$ cat src/rtl/tod_pkg.sv
// Shared types and codes of the TCP option decoder.
// Holds the channel payload structs, parse phase enum and record kind codes.
// No dependencies.
package tod_pkg;

	// Option kind bytes as they appear on the wire
	localparam logic [7:0] OPT_EOL    = 8'd0;
	localparam logic [7:0] OPT_NOP    = 8'd1;
	localparam logic [7:0] OPT_MSS    = 8'd2;
	localparam logic [7:0] OPT_WSCALE = 8'd3;
	localparam logic [7:0] OPT_SACKOK = 8'd4;
	localparam logic [7:0] OPT_SACK   = 8'd5;
	localparam logic [7:0] OPT_TSTAMP = 8'd8;

	// Shortest legal SACK length (kind and length bytes only)
	localparam logic [7:0] SACK_HDR_LEN = 8'd2;
	// Bytes in one MSS value
	localparam logic [7:0] MSS_DATA_LEN = 8'd2;
	// Byte position that completes a pair of 32-bit words
	localparam logic [2:0] LAST_PAIR_POS = 3'd7;

	// Record kinds
	localparam logic [3:0] RK_EOL   = 4'd0;
	localparam logic [3:0] RK_NOP   = 4'd1;
	localparam logic [3:0] RK_MSS   = 4'd2;
	localparam logic [3:0] RK_WS    = 4'd3;
	localparam logic [3:0] RK_SOK   = 4'd4;
	localparam logic [3:0] RK_SACKH = 4'd5;
	localparam logic [3:0] RK_SACKB = 4'd6;
	localparam logic [3:0] RK_SACKM = 4'd7;
	localparam logic [3:0] RK_TS    = 4'd8;
	localparam logic [3:0] RK_FAIL  = 4'd9;

	typedef enum logic [3:0] {
		PH_KIND      = 4'd0,
		PH_MSS_LEN   = 4'd1,
		PH_MSS_DATA  = 4'd2,
		PH_WS_LEN    = 4'd3,
		PH_WS_DATA   = 4'd4,
		PH_SOK_LEN   = 4'd5,
		PH_SACK_LEN  = 4'd6,
		PH_SACK_SKIP = 4'd7,
		PH_SACK_BLK  = 4'd8,
		PH_TS_LEN    = 4'd9,
		PH_TS_DATA   = 4'd10
	} phase_t;

	typedef struct packed {
		logic [7:0] opt_byte;
		logic       last_byte;
	} opt_item_t;

	typedef struct packed {
		logic [3:0]  record_kind;
		logic [31:0] value_a;
		logic [31:0] value_b;
		logic        list_end;
		logic        list_ok;
	} rec_item_t;

	// Result of one parse step toward the output slot
	typedef struct packed {
		logic      emit;
		rec_item_t rec;
	} parse_res_t;

endpackage

$ cat src/rtl/tod_parse.sv
// Parse state of the TCP option decoder and its per-byte update logic.
// Holds phase, byte counters and the word accumulators; depends on tod_pkg.
module tod_parse import tod_pkg::*; (
	input  logic       clk,
	input  logic       arst_n,
	input  logic       step,
	input  opt_item_t  item,
	output parse_res_t res
);

	phase_t      phase_q, phase_n;
	logic [7:0]  bytes_left_q, bytes_left_n;
	logic [2:0]  block_pos_q, block_pos_n;
	logic [31:0] word_first_q, word_first_n;
	logic [31:0] word_second_q, word_second_n;
	logic        failed_q, failed_n;

	logic        have;
	logic        ok;
	logic [3:0]  kind;
	logic [31:0] va;
	logic [31:0] vb;
	logic [7:0]  byte_in;
	logic [7:0]  sack_len;
	logic [7:0]  left_dec;

	always_comb begin
		byte_in       = item.opt_byte;
		sack_len      = byte_in - SACK_HDR_LEN;
		left_dec      = bytes_left_q - 8'd1;
		phase_n       = phase_q;
		bytes_left_n  = bytes_left_q;
		block_pos_n   = block_pos_q;
		word_first_n  = word_first_q;
		word_second_n = word_second_q;
		failed_n      = failed_q;
		have          = 1'b0;
		kind          = RK_EOL;
		va            = '0;
		vb            = '0;

		if (!failed_q) begin
			unique case (phase_q)
				PH_KIND: begin
					word_first_n  = '0;
					word_second_n = '0;
					block_pos_n   = '0;
					unique case (byte_in)
						OPT_EOL: begin
							have = 1'b1;
							kind = RK_EOL;
						end
						OPT_NOP: begin
							have = 1'b1;
							kind = RK_NOP;
						end
						OPT_MSS:    phase_n = PH_MSS_LEN;
						OPT_WSCALE: phase_n = PH_WS_LEN;
						OPT_SACKOK: phase_n = PH_SOK_LEN;
						OPT_SACK:   phase_n = PH_SACK_LEN;
						OPT_TSTAMP: phase_n = PH_TS_LEN;
						default:    failed_n = 1'b1;
					endcase
				end
				PH_MSS_LEN: begin
					phase_n      = PH_MSS_DATA;
					bytes_left_n = MSS_DATA_LEN;
				end
				PH_MSS_DATA: begin
					word_first_n = {word_first_q[23:0], byte_in};
					bytes_left_n = left_dec;
					if (left_dec == 8'd0) begin
						have    = 1'b1;
						kind    = RK_MSS;
						va      = {16'd0, word_first_n[15:0]};
						phase_n = PH_KIND;
					end
				end
				PH_WS_LEN: phase_n = PH_WS_DATA;
				PH_WS_DATA: begin
					have    = 1'b1;
					kind    = RK_WS;
					va      = {24'd0, byte_in};
					phase_n = PH_KIND;
				end
				PH_SOK_LEN: begin
					have    = 1'b1;
					kind    = RK_SOK;
					phase_n = PH_KIND;
				end
				PH_SACK_LEN: begin
					priority if (byte_in < SACK_HDR_LEN) begin
						failed_n = 1'b1;
					end else if (byte_in == SACK_HDR_LEN) begin
						have    = 1'b1;
						kind    = RK_SACKM;
						phase_n = PH_KIND;
					end else if (sack_len[2:0] != 3'd0) begin
						// ragged block area: skip it, flag malformed at its end
						bytes_left_n = sack_len;
						phase_n      = PH_SACK_SKIP;
					end else begin
						have         = 1'b1;
						kind         = RK_SACKH;
						va           = {27'd0, sack_len[7:3]};
						bytes_left_n = sack_len;
						block_pos_n  = '0;
						phase_n      = PH_SACK_BLK;
					end
				end
				PH_SACK_SKIP: begin
					bytes_left_n = left_dec;
					if (left_dec == 8'd0) begin
						have    = 1'b1;
						kind    = RK_SACKM;
						phase_n = PH_KIND;
					end
				end
				PH_SACK_BLK: begin
					if (!block_pos_q[2])
						word_first_n = {word_first_q[23:0], byte_in};
					else
						word_second_n = {word_second_q[23:0], byte_in};
					if (block_pos_q == LAST_PAIR_POS) begin
						have          = 1'b1;
						kind          = RK_SACKB;
						va            = word_first_n;
						vb            = word_second_n;
						word_first_n  = '0;
						word_second_n = '0;
						block_pos_n   = '0;
					end else begin
						block_pos_n = block_pos_q + 3'd1;
					end
					bytes_left_n = left_dec;
					if (left_dec == 8'd0)
						phase_n = PH_KIND;
				end
				PH_TS_LEN: begin
					block_pos_n = '0;
					phase_n     = PH_TS_DATA;
				end
				PH_TS_DATA: begin
					if (!block_pos_q[2])
						word_first_n = {word_first_q[23:0], byte_in};
					else
						word_second_n = {word_second_q[23:0], byte_in};
					if (block_pos_q == LAST_PAIR_POS) begin
						have        = 1'b1;
						kind        = RK_TS;
						va          = word_first_n;
						vb          = word_second_n;
						block_pos_n = '0;
						phase_n     = PH_KIND;
					end else begin
						block_pos_n = block_pos_q + 3'd1;
					end
				end
				default: begin
					phase_n  = PH_KIND;
					failed_n = 1'b1;
				end
			endcase
		end

		ok = !failed_n && (phase_n == PH_KIND) && have;

		res.emit            = have || item.last_byte;
		res.rec.record_kind = kind;
		res.rec.value_a     = va;
		res.rec.value_b     = vb;
		res.rec.list_end    = item.last_byte;
		res.rec.list_ok     = item.last_byte && ok;
		if (item.last_byte && !ok) begin
			res.rec.record_kind = RK_FAIL;
			res.rec.value_a     = '0;
			res.rec.value_b     = '0;
		end

		// last byte closes the list: start the next one from scratch
		if (item.last_byte) begin
			phase_n       = PH_KIND;
			bytes_left_n  = '0;
			block_pos_n   = '0;
			word_first_n  = '0;
			word_second_n = '0;
			failed_n      = 1'b0;
		end
	end

	always_ff @(posedge clk or negedge arst_n) begin
		if (!arst_n) begin
			phase_q       <= PH_KIND;
			bytes_left_q  <= '0;
			block_pos_q   <= '0;
			word_first_q  <= '0;
			word_second_q <= '0;
			failed_q      <= 1'b0;
		end else if (step) begin
			phase_q       <= phase_n;
			bytes_left_q  <= bytes_left_n;
			block_pos_q   <= block_pos_n;
			word_first_q  <= word_first_n;
			word_second_q <= word_second_n;
			failed_q      <= failed_n;
		end
	end

endmodule

$ cat src/rtl/tod_out_slot.sv
// Result register of the TCP option decoder.
// Holds one decoded record until the receiver takes it; depends on tod_pkg.
module tod_out_slot import tod_pkg::*; (
	input  logic      clk,
	input  logic      arst_n,
	input  logic      load,
	input  rec_item_t din,
	input  logic      ready,
	output logic      valid,
	output rec_item_t dout,
	output logic      free
);

	logic      valid_q;
	rec_item_t data_q;

	assign free  = !valid_q || ready;
	assign valid = valid_q;
	assign dout  = data_q;

	always_ff @(posedge clk or negedge arst_n) begin
		if (!arst_n) begin
			valid_q <= 1'b0;
		end else if (free) begin
			valid_q <= load;
		end
	end

	always_ff @(posedge clk) begin
		if (free && load)
			data_q <= din;
	end

endmodule

$ cat src/rtl/tcp_option_decoder.sv
// TCP option decoder: top level with the input register, parser and result slot.
// Depends on tod_pkg, tod_parse and tod_out_slot.
//
// Usage:
//   opt_valid/opt_ready/opt_item carry the option area one byte per
//   transaction; last_byte marks its final byte. rec_valid/rec_ready/rec_item
//   carry decoded records, at most one per byte; the last byte always gives
//   one record with list_end set, and list_ok clear if the list failed.
//   Path: the byte enters the input register at the edge that takes it; the
//   parser then reads it there, and its record enters the result register
//   once that register is free, which sets rec_valid.
//   Throughput: one byte per cycle, sustained while rec_ready holds; the
//   per-byte update of phase, counters and word shifters is combinational.
//   Reset: arst_n clears both stages and returns the parser to expect a kind
//   byte. A stalled receiver holds the result register; the parser and input
//   register then hold too, and opt_ready drops once the input register fills.
module tcp_option_decoder import tod_pkg::*; (
	input  logic      clk,
	input  logic      arst_n,
	input  logic      opt_valid,
	output logic      opt_ready,
	input  opt_item_t opt_item,
	output logic      rec_valid,
	input  logic      rec_ready,
	output rec_item_t rec_item
);

	logic       valid_s1;
	opt_item_t  item_s1;
	logic       out_free;
	logic       step;
	parse_res_t res;

	assign step      = valid_s1 && out_free;
	assign opt_ready = !valid_s1 || out_free;

	always_ff @(posedge clk or negedge arst_n) begin
		if (!arst_n) begin
			valid_s1 <= 1'b0;
		end else if (opt_ready) begin
			valid_s1 <= opt_valid;
		end
	end

	always_ff @(posedge clk) begin
		if (opt_ready && opt_valid)
			item_s1 <= opt_item;
	end

	tod_parse u_parse (
		.clk    (clk),
		.arst_n (arst_n),
		.step   (step),
		.item   (item_s1),
		.res    (res)
	);

	tod_out_slot u_out (
		.clk    (clk),
		.arst_n (arst_n),
		.load   (step && res.emit),
		.din    (res.rec),
		.ready  (rec_ready),
		.valid  (rec_valid),
		.dout   (rec_item),
		.free   (out_free)
	);

	// a good list is only reported on its closing record
	a_ok_only_at_end: assert property (@(posedge clk) disable iff (!arst_n)
		rec_valid && rec_item.list_ok |-> rec_item.list_end)
		else $error("list_ok set on a record that does not close the list");

	a_fail_record: assert property (@(posedge clk) disable iff (!arst_n)
		rec_valid && rec_item.list_end && !rec_item.list_ok |->
		rec_item.record_kind == RK_FAIL && rec_item.value_a == '0 &&
		rec_item.value_b == '0)
		else $error("failed list did not close with a clean failure record");

	a_fail_kind_closes: assert property (@(posedge clk) disable iff (!arst_n)
		rec_valid && rec_item.record_kind == RK_FAIL |-> rec_item.list_end)
		else $error("failure record not marked as list end");

	// parser must hold while the result register is blocked
	a_hold_on_stall: assert property (@(posedge clk) disable iff (!arst_n)
		rec_valid && !rec_ready |-> !step)
		else $error("parser advanced while the result register was stalled");

endmodule
$ cat config.mk
export PLATFORM = sky130hd
export DESIGN_NAME = tcp_option_decoder
export DESIGN_NICKNAME = d
export VERILOG_FILES = /design/src/rtl/tod_pkg.sv /design/src/rtl/tod_parse.sv /design/src/rtl/tod_out_slot.sv /design/src/rtl/tcp_option_decoder.sv
export SDC_FILE = /design/constraint.sdc
export NUM_CORES = 1
export LEC_CHECK = 0
export BUFFER_PORTS_ARGS = -buffer_cell sky130_fd_sc_hd__buf_2
export CORE_MARGIN = 5
export CORE_UTILIZATION = 53
export DETAILED_ROUTE_END_ITERATION = 10
export PLACE_DENSITY = 0.79
export RECOVER_POWER = 50
export REMOVE_ABC_BUFFERS = 1
export SKIP_LAST_GASP = 1
export SYNTH_ARGS = -nofsm -noshare
export SYNTH_HDL_FRONTEND = slang
export SYNTH_HIERARCHICAL = 1
export SYNTH_SLANG_ARGS = --single-unit
$ cat constraint.sdc
create_clock -name clk -period 3.5 [get_ports clk]
set_clock_uncertainty 0.1 [all_clocks]
set_input_delay 0.35 -clock clk [delete_from_list [all_inputs] [get_ports clk]]
set_output_delay 0.35 -clock clk [all_outputs]
set_load 0.02 [all_outputs]
### Word-level counts from Yosys, hierarchy flattened

Index checks and enable logic that the tools add are counted.

* flip-flop bits (word level): 161

* order comparisons: 1
* reduce and logical (&&, ||, !) cells: 38
* bitwise gates (word level): 2
* $add $sub $neg: 3
* multiplexer cells: 60
* equal/unequal tests: 21

Operator list (count)
* $mux 32: 11
* $pmux 32 s4: 2
* $pmux 32 s3: 1
* $mux 4: 11
* $mux 8: 4
* $pmux 4 s8: 1
* $pmux 4 s7: 1
* $mux 3: 9
* $pmux 8 s3: 1
* $pmux 4 s5: 1
* $eq 4x3->1 const B: 4
* $eq 8x2->1 const B: 2
* $eq 8x3->1 const B: 2
* $logic_not 8->1: 2
* $mux 16: 1
* $eq 4x4->1 const B: 3
* $mux 1: 12
* $reduce_bool 4->1: 3
* $reduce_or 2->1: 6
* $ne 3x3->1 const B: 3
* $pmux 3 s3: 1
* $reduce_or 9->1: 1
* $eq 4x2->1 const B: 2
* $eq 8x1->1 const B: 1
* 25 further kinds: 40

### Depth between registers and ports, before layout

* depth after elaboration: 13
* mapped depth: 10
* mapped depth without buffers: 10

### Cells and area by module

Netlist, hierarchy kept.

By module, submodules not included
* tod_parse: sequential area each 2001.9 µm², cells each 551, area each 5276.3 µm², instances 1
* tod_out_slot: sequential area each 2127.0 µm², cells each 74, area each 2155.8 µm², instances 1
* tcp_option_decoder: sequential area each 295.3 µm², cells each 15, area each 336.6 µm², instances 1

### Worst setup path before layout

OpenSTA, ideal clock, no wires.

* kind: register to register
* from: register item_s1[3] (netlist bit)
* to: register u_out.data_q (netlist bit u_out/dout[0]), enable pin
* required time: 3.021 ns
* arrival time: 2.570 ns
* buffers on the path: 1
* cell stages (with the launch flop): 11
* setup slack: 0.451 ns
* period minus slack after synthesis: 3.049 ns
* cell sequence: edfxtp_1 > clkbuf_1 > inv_1 > ha_1 > nand3_1 > a2111o_1 > o2111ai_2 > nand2_1 > nand2_1 > and3_1 > and2_4

RTL lines
* from (decl): line tcp_option_decoder.sv:29 `opt_item_t item_s1;`
* from (signal assigned): line tcp_option_decoder.sv:47 `item_s1 <= opt_item;`
* to (signal assigned): line tod_out_slot.sv:31 `data_q <= din;`
* to (decl): line tod_out_slot.sv:15 `rec_item_t data_q;`

### Worst setup path after layout

* from: register u_parse.phase_q[0]
* to: register u_out.data_q (netlist bit u_out/dout[16]) (data pin)

* cells in the longest elaborated chain, start to end: 10
* elaborated cells between the ends (all ways): 34

RTL lines
* from (decl): line tod_parse.sv:11 `phase_t phase_q, phase_n;`
* from (signal assigned): line tod_parse.sv:200 `phase_q <= phase_n;`
* $eq 4x2->1 (tied with other cells): line tod_parse.sv:43 `unique case (phase_q)`
* $reduce_or 3->1 (no source line) / $reduce_or 9->1 (equally long branches)
* $pmux 4 s7 / $pmux 1 s3 (equally long branches): line tod_parse.sv:43
* $mux 4 / $mux 1 (equally long branches): line tod_parse.sv:42 `if (!failed_q) begin`
* $logic_not 4->1 / $logic_not 1->1 (equally long branches): line tod_parse.sv:166 `ok = !failed_n && (phase_n == PH_KIND) && have;`
* $logic_and 1x1->1 (2 in series): line tod_parse.sv:166
* $logic_not 1->1: line tod_parse.sv:174 `if (item.last_byte && !ok) begin`
* $logic_and 1x1->1: line tod_parse.sv:174
* $reduce_or 4->1 (no source line) *

Mark *: on every way between the ends. The rest lies on a longest branch, timed or not.
A chain may end at the register's enable or synchronous reset.

==> flow_metrics.env <==
export IMPL_grtUsageMet2=0.364
export IMPL_die_w_microns=131
export IMPL_drc=0
export IMPL_cts_root_buf="clkbuf_16"
export IMPL_diodes=0
export IMPL_die_y_microns=131
export IMPL_cp_top_family="simple AND/OR/NAND/NOR gates"
export IMPL_antenna_found_initial=0
export IMPL_max_freq_mhz=312
export IMPL_hold_viol=0
export IMPL_rsz0062_at_grt="false"
export IMPL_cp_end_kind="flip-flop"
export IMPL_clock_sinks=161
export IMPL_io_pins=85
export IMPL_io_buffers=84
export IMPL_cts_made_buffers=17
export IMPL_grt_busiest_layer="met2"
export IMPL_p_per_area_nw_per_um2=475
export IMPL_crit_type="flip-flop to flip-flop"
export IMPL_regToRegSetupSlack_ns=0.30
export IMPL_dieArea_sq_um=17200
export IMPL_num_vias=5661
export IMPL_p_leak_nw=3.31
export IMPL_grt_pass1_vias=5530
export IMPL_wire_per_inst_microns=20.6
export IMPL_hpwl_mm=13.0
export IMPL_placedCellCount=886
export IMPL_fillers=1182
export IMPL_peakVddDrop_uv=371
export IMPL_worstReg2RegEnd="u_out/dout[16]"
export IMPL_reg2reg_from="u_parse/phase_q[0]"
export IMPL_grt_usage=0.228
export IMPL_finalSetupViolations=0
export IMPL_routed_wl_mm=19.0
export IMPL_drt_first_pass_iters=5
export IMPL_critPathArrivalTime_ns=3.35
export IMPL_r2r_cells=6
export IMPL_synthFlopType="dfrtp_1"
export IMPL_cts_tree="done"
export IMPL_viasPerCell=6.15
export IMPL_hold_class="input port to flip-flop"
export IMPL_core_area_sq_um=14500
export IMPL_start_kind="flip-flop"
export IMPL_rows=44
export IMPL_yosys_warnings=6
export IMPL_hold_path_startpoint="opt_item[8]"
export IMPL_worstPathMaxFanout=44
export IMPL_synth_seq_cells=161
export IMPL_required_ns=3.65
export IMPL_postSynthAreaPerCell_sq_um=12.1
export IMPL_slowest_delay_ns=0.90
export IMPL_hold_buffers=1
export IMPL_htree_levels=4
export IMPL_slew_viol_final=74
export IMPL_area_growth_synth_to_final_pct=13.8
export IMPL_synth_cell_types=74
export IMPL_maxSlewHeadroom=-0.256
export IMPL_path_depth=6
export IMPL_synth_edff_count=79
export IMPL_drtIter0Drc=397
export IMPL_async_reset_ff_frac=0.509
export IMPL_instances_no_fill=920
export IMPL_cts_resized=0
export IMPL_synth_cells=640
export IMPL_netlist_area_sq_um=7770
export IMPL_min_period_ns=3.20
export IMPL_ant_nets=0
export IMPL_insertion_delay_ns=0.42
export IMPL_cp_slowest_cell="nor4_1"
export IMPL_cts_clk_slew_worst_paths_ns=0.06
export IMPL_worst_hold_path_endpoint="item_s1[8]"
export IMPL_grt_overflow=0
export IMPL_yosysSeqAreaShare=0.569
export IMPL_timing_final_crit_share=0.915
export IMPL_use_met3=0.0429
export IMPL_tightestPinTransition_ns=1.88
export IMPL_gp_congestion=0.902
export IMPL_grt_use_met1=0.314
export IMPL_clockBufferDepth=2
export IMPL_cp_num_buf_inv=2
export IMPL_drive_above_1_share=0.128
export IMPL_whs_path_depth=1
export IMPL_fin_nets=741
export IMPL_place_ws_ns=0.481
export IMPL_violations="capacitance limit, slew limit"
export IMPL_cp_cell_sequence="clkbuf_2 -> nand4bb_1 -> nor4_1 -> o21ai_4 -> buf_12 -> nor2_1"
export IMPL_grt_max_degree=74
export IMPL_status="finished, violations left"
export IMPL_grt_pass1_wl_mm=30.0
export IMPL_maxCapViolations=1
export IMPL_final_core_util=0.611
export IMPL_cts_setup_buffers=0
export IMPL_start_util=0.537
export IMPL_fin_ws_ns=0.298
[registers in the layout, summed over array words and instances (netlist names)]
signal                 cells
u_out/dout                70
u_parse/word_first_q      32
u_parse/word_second_q     32
item_s1                    9
u_parse/bytes_left_q       8
u_parse/phase_q            4
u_parse/block_pos_q        3
u_out/valid                1
u_parse/failed_q           1
valid_s1                   1
[stage by stage]
step           hold WS [ns]  total power [mW]  TNS [ns]  area [sq um]
2_1_floorplan       -0.0456              2.35   -145.21          7500
3_3_place_gp          0.384              2.52         0          8430
3_5_place_dp          0.382              2.53         0          8430
4_1_cts             0.00562              4.25         0          8980
5_1_grt             0.00312              4.36         0          8840
6_report             0.0209              4.20         0          8840
[worst register-to-register path, stage by stage (launching register included)]
cell	delay [ns]
dfrtp_1	0.37
clkbuf_2	0.35
nand4bb_1	0.62
nor4_1	0.90
o21ai_4	0.23
buf_12	0.25
nor2_1	0.22
[layout by cell type, fill, tap and decap left out, types with 4 or more instances in the layout]
cell type  count
edfxtp_1      79
ha_1           5
xor2_1         6
o21ai_0       12
dfrtp_1       81
xnor2_1        5
a221oi_1       4
nor2_1        74
nor4_1         6
nand3_1       11
a21o_1         4
clkbuf_1      84
a22o_1        69
clkbuf_16     17
nand2_1       27
a22oi_1       12
inv_1         10
nor2b_1        6
nand2b_1       9
nor3_1        12
nor3b_2       16
buf_4         24
mux2i_1       54
a21oi_1       13
buf_2          7
[cell type report]
cell class,instances,area (sq um),area share
inverter,12,45.0,0.00509
multi-input combinational,415,3020,0.341
timing repair buffer,116,583,0.0659
clock inverter,8,82.6,0.00934
clock buffer,24,462,0.0522
sequential,161,4430,0.500
tap,184,230,0.0260
[report_power, final]
group          total [mW]  switching, mW  internal [mW]
sequential           2.08         0.0332           2.05
clock                1.73          0.724           1.00
combinational       0.392          0.282          0.109
[worst max path at each step]
| stage | slack (ns) | from | endpoint |
|---|---|---|---|
| after floorplan | -1.08 | u_parse/block_pos_q[2] | u_out/dout[10] |
| after global placement | 0.51 | u_parse/phase_q[1] | u_out/dout[7] |
| after detailed placement | 0.48 | u_parse/block_pos_q[0] | u_out/dout[69] |
| after CTS | 0.46 | u_parse/block_pos_q[0] | u_out/dout[69] |
| after global routing | 0.20 | item_s1[5] | u_out/dout[59] |
| final | 0.30 | u_parse/phase_q[0] | u_out/dout[16] |
[synthesized netlist by cell type (all sizes together) (3+ instances only)]
| cell type | count | area, sq um |
|---|---|---|
| dfrtp | 82 | 2050 |
| edfxtp | 79 | 2370 |
| nor2 | 74 | 278 |
| a22o | 69 | 604 |
| mux2i | 54 | 541 |
| buf | 31 | 190 |
| nand2 | 28 | 108 |
| clkbuf | 21 | 78.8 |
| nor3b | 19 | 223 |
| o21ai | 15 | 78.8 |
| a21oi | 13 | 65.1 |
| nor3 | 13 | 70.1 |
| a22oi | 12 | 90.1 |
| inv | 12 | 45.1 |
| nand3 | 11 | 55.1 |
| nand2b | 9 | 71.3 |
| nor4 | 7 | 65.1 |
| nor2b | 6 | 37.5 |
| xor2 | 6 | 52.6 |
| and2 | 5 | 36.3 |
| ha | 5 | 62.6 |
| xnor2 | 5 | 43.8 |
| a21o | 4 | 30.0 |
| a221oi | 4 | 35.0 |
| a31oi | 4 | 31.3 |
| a221o | 3 | 30.0 |
| a32oi | 3 | 26.3 |
| nand4 | 3 | 18.8 |
| o22ai | 3 | 18.8 |
| o31ai | 3 | 22.5 |
[routing by layer]
layer / vias to the layer above / wire, microns
met5: - / 0
met4: 0 / 435
met3: 30 / 981
met2: 191 / 9290
met1: 2857 / 8280
li1: 2583 / -
[cells by family (layout without fill, tap and decap cells)]
group / after synthesis / in the layout / synth area share
buffers and inverters: 64 / 160 / 0.0404
AND/OR/NAND/NOR: 190 / 190 / 0.139
flip-flops: 161 / 161 / 0.569
XOR/XNOR: 11 / 11 / 0.0124
multiplexers: 56 / 56 / 0.0725
adder cells (fa/ha/maj): 6 / 6 / 0.00934
AO/OA/AOI/OAI: 152 / 152 / 0.156
(Power assumes the default switching activity.)
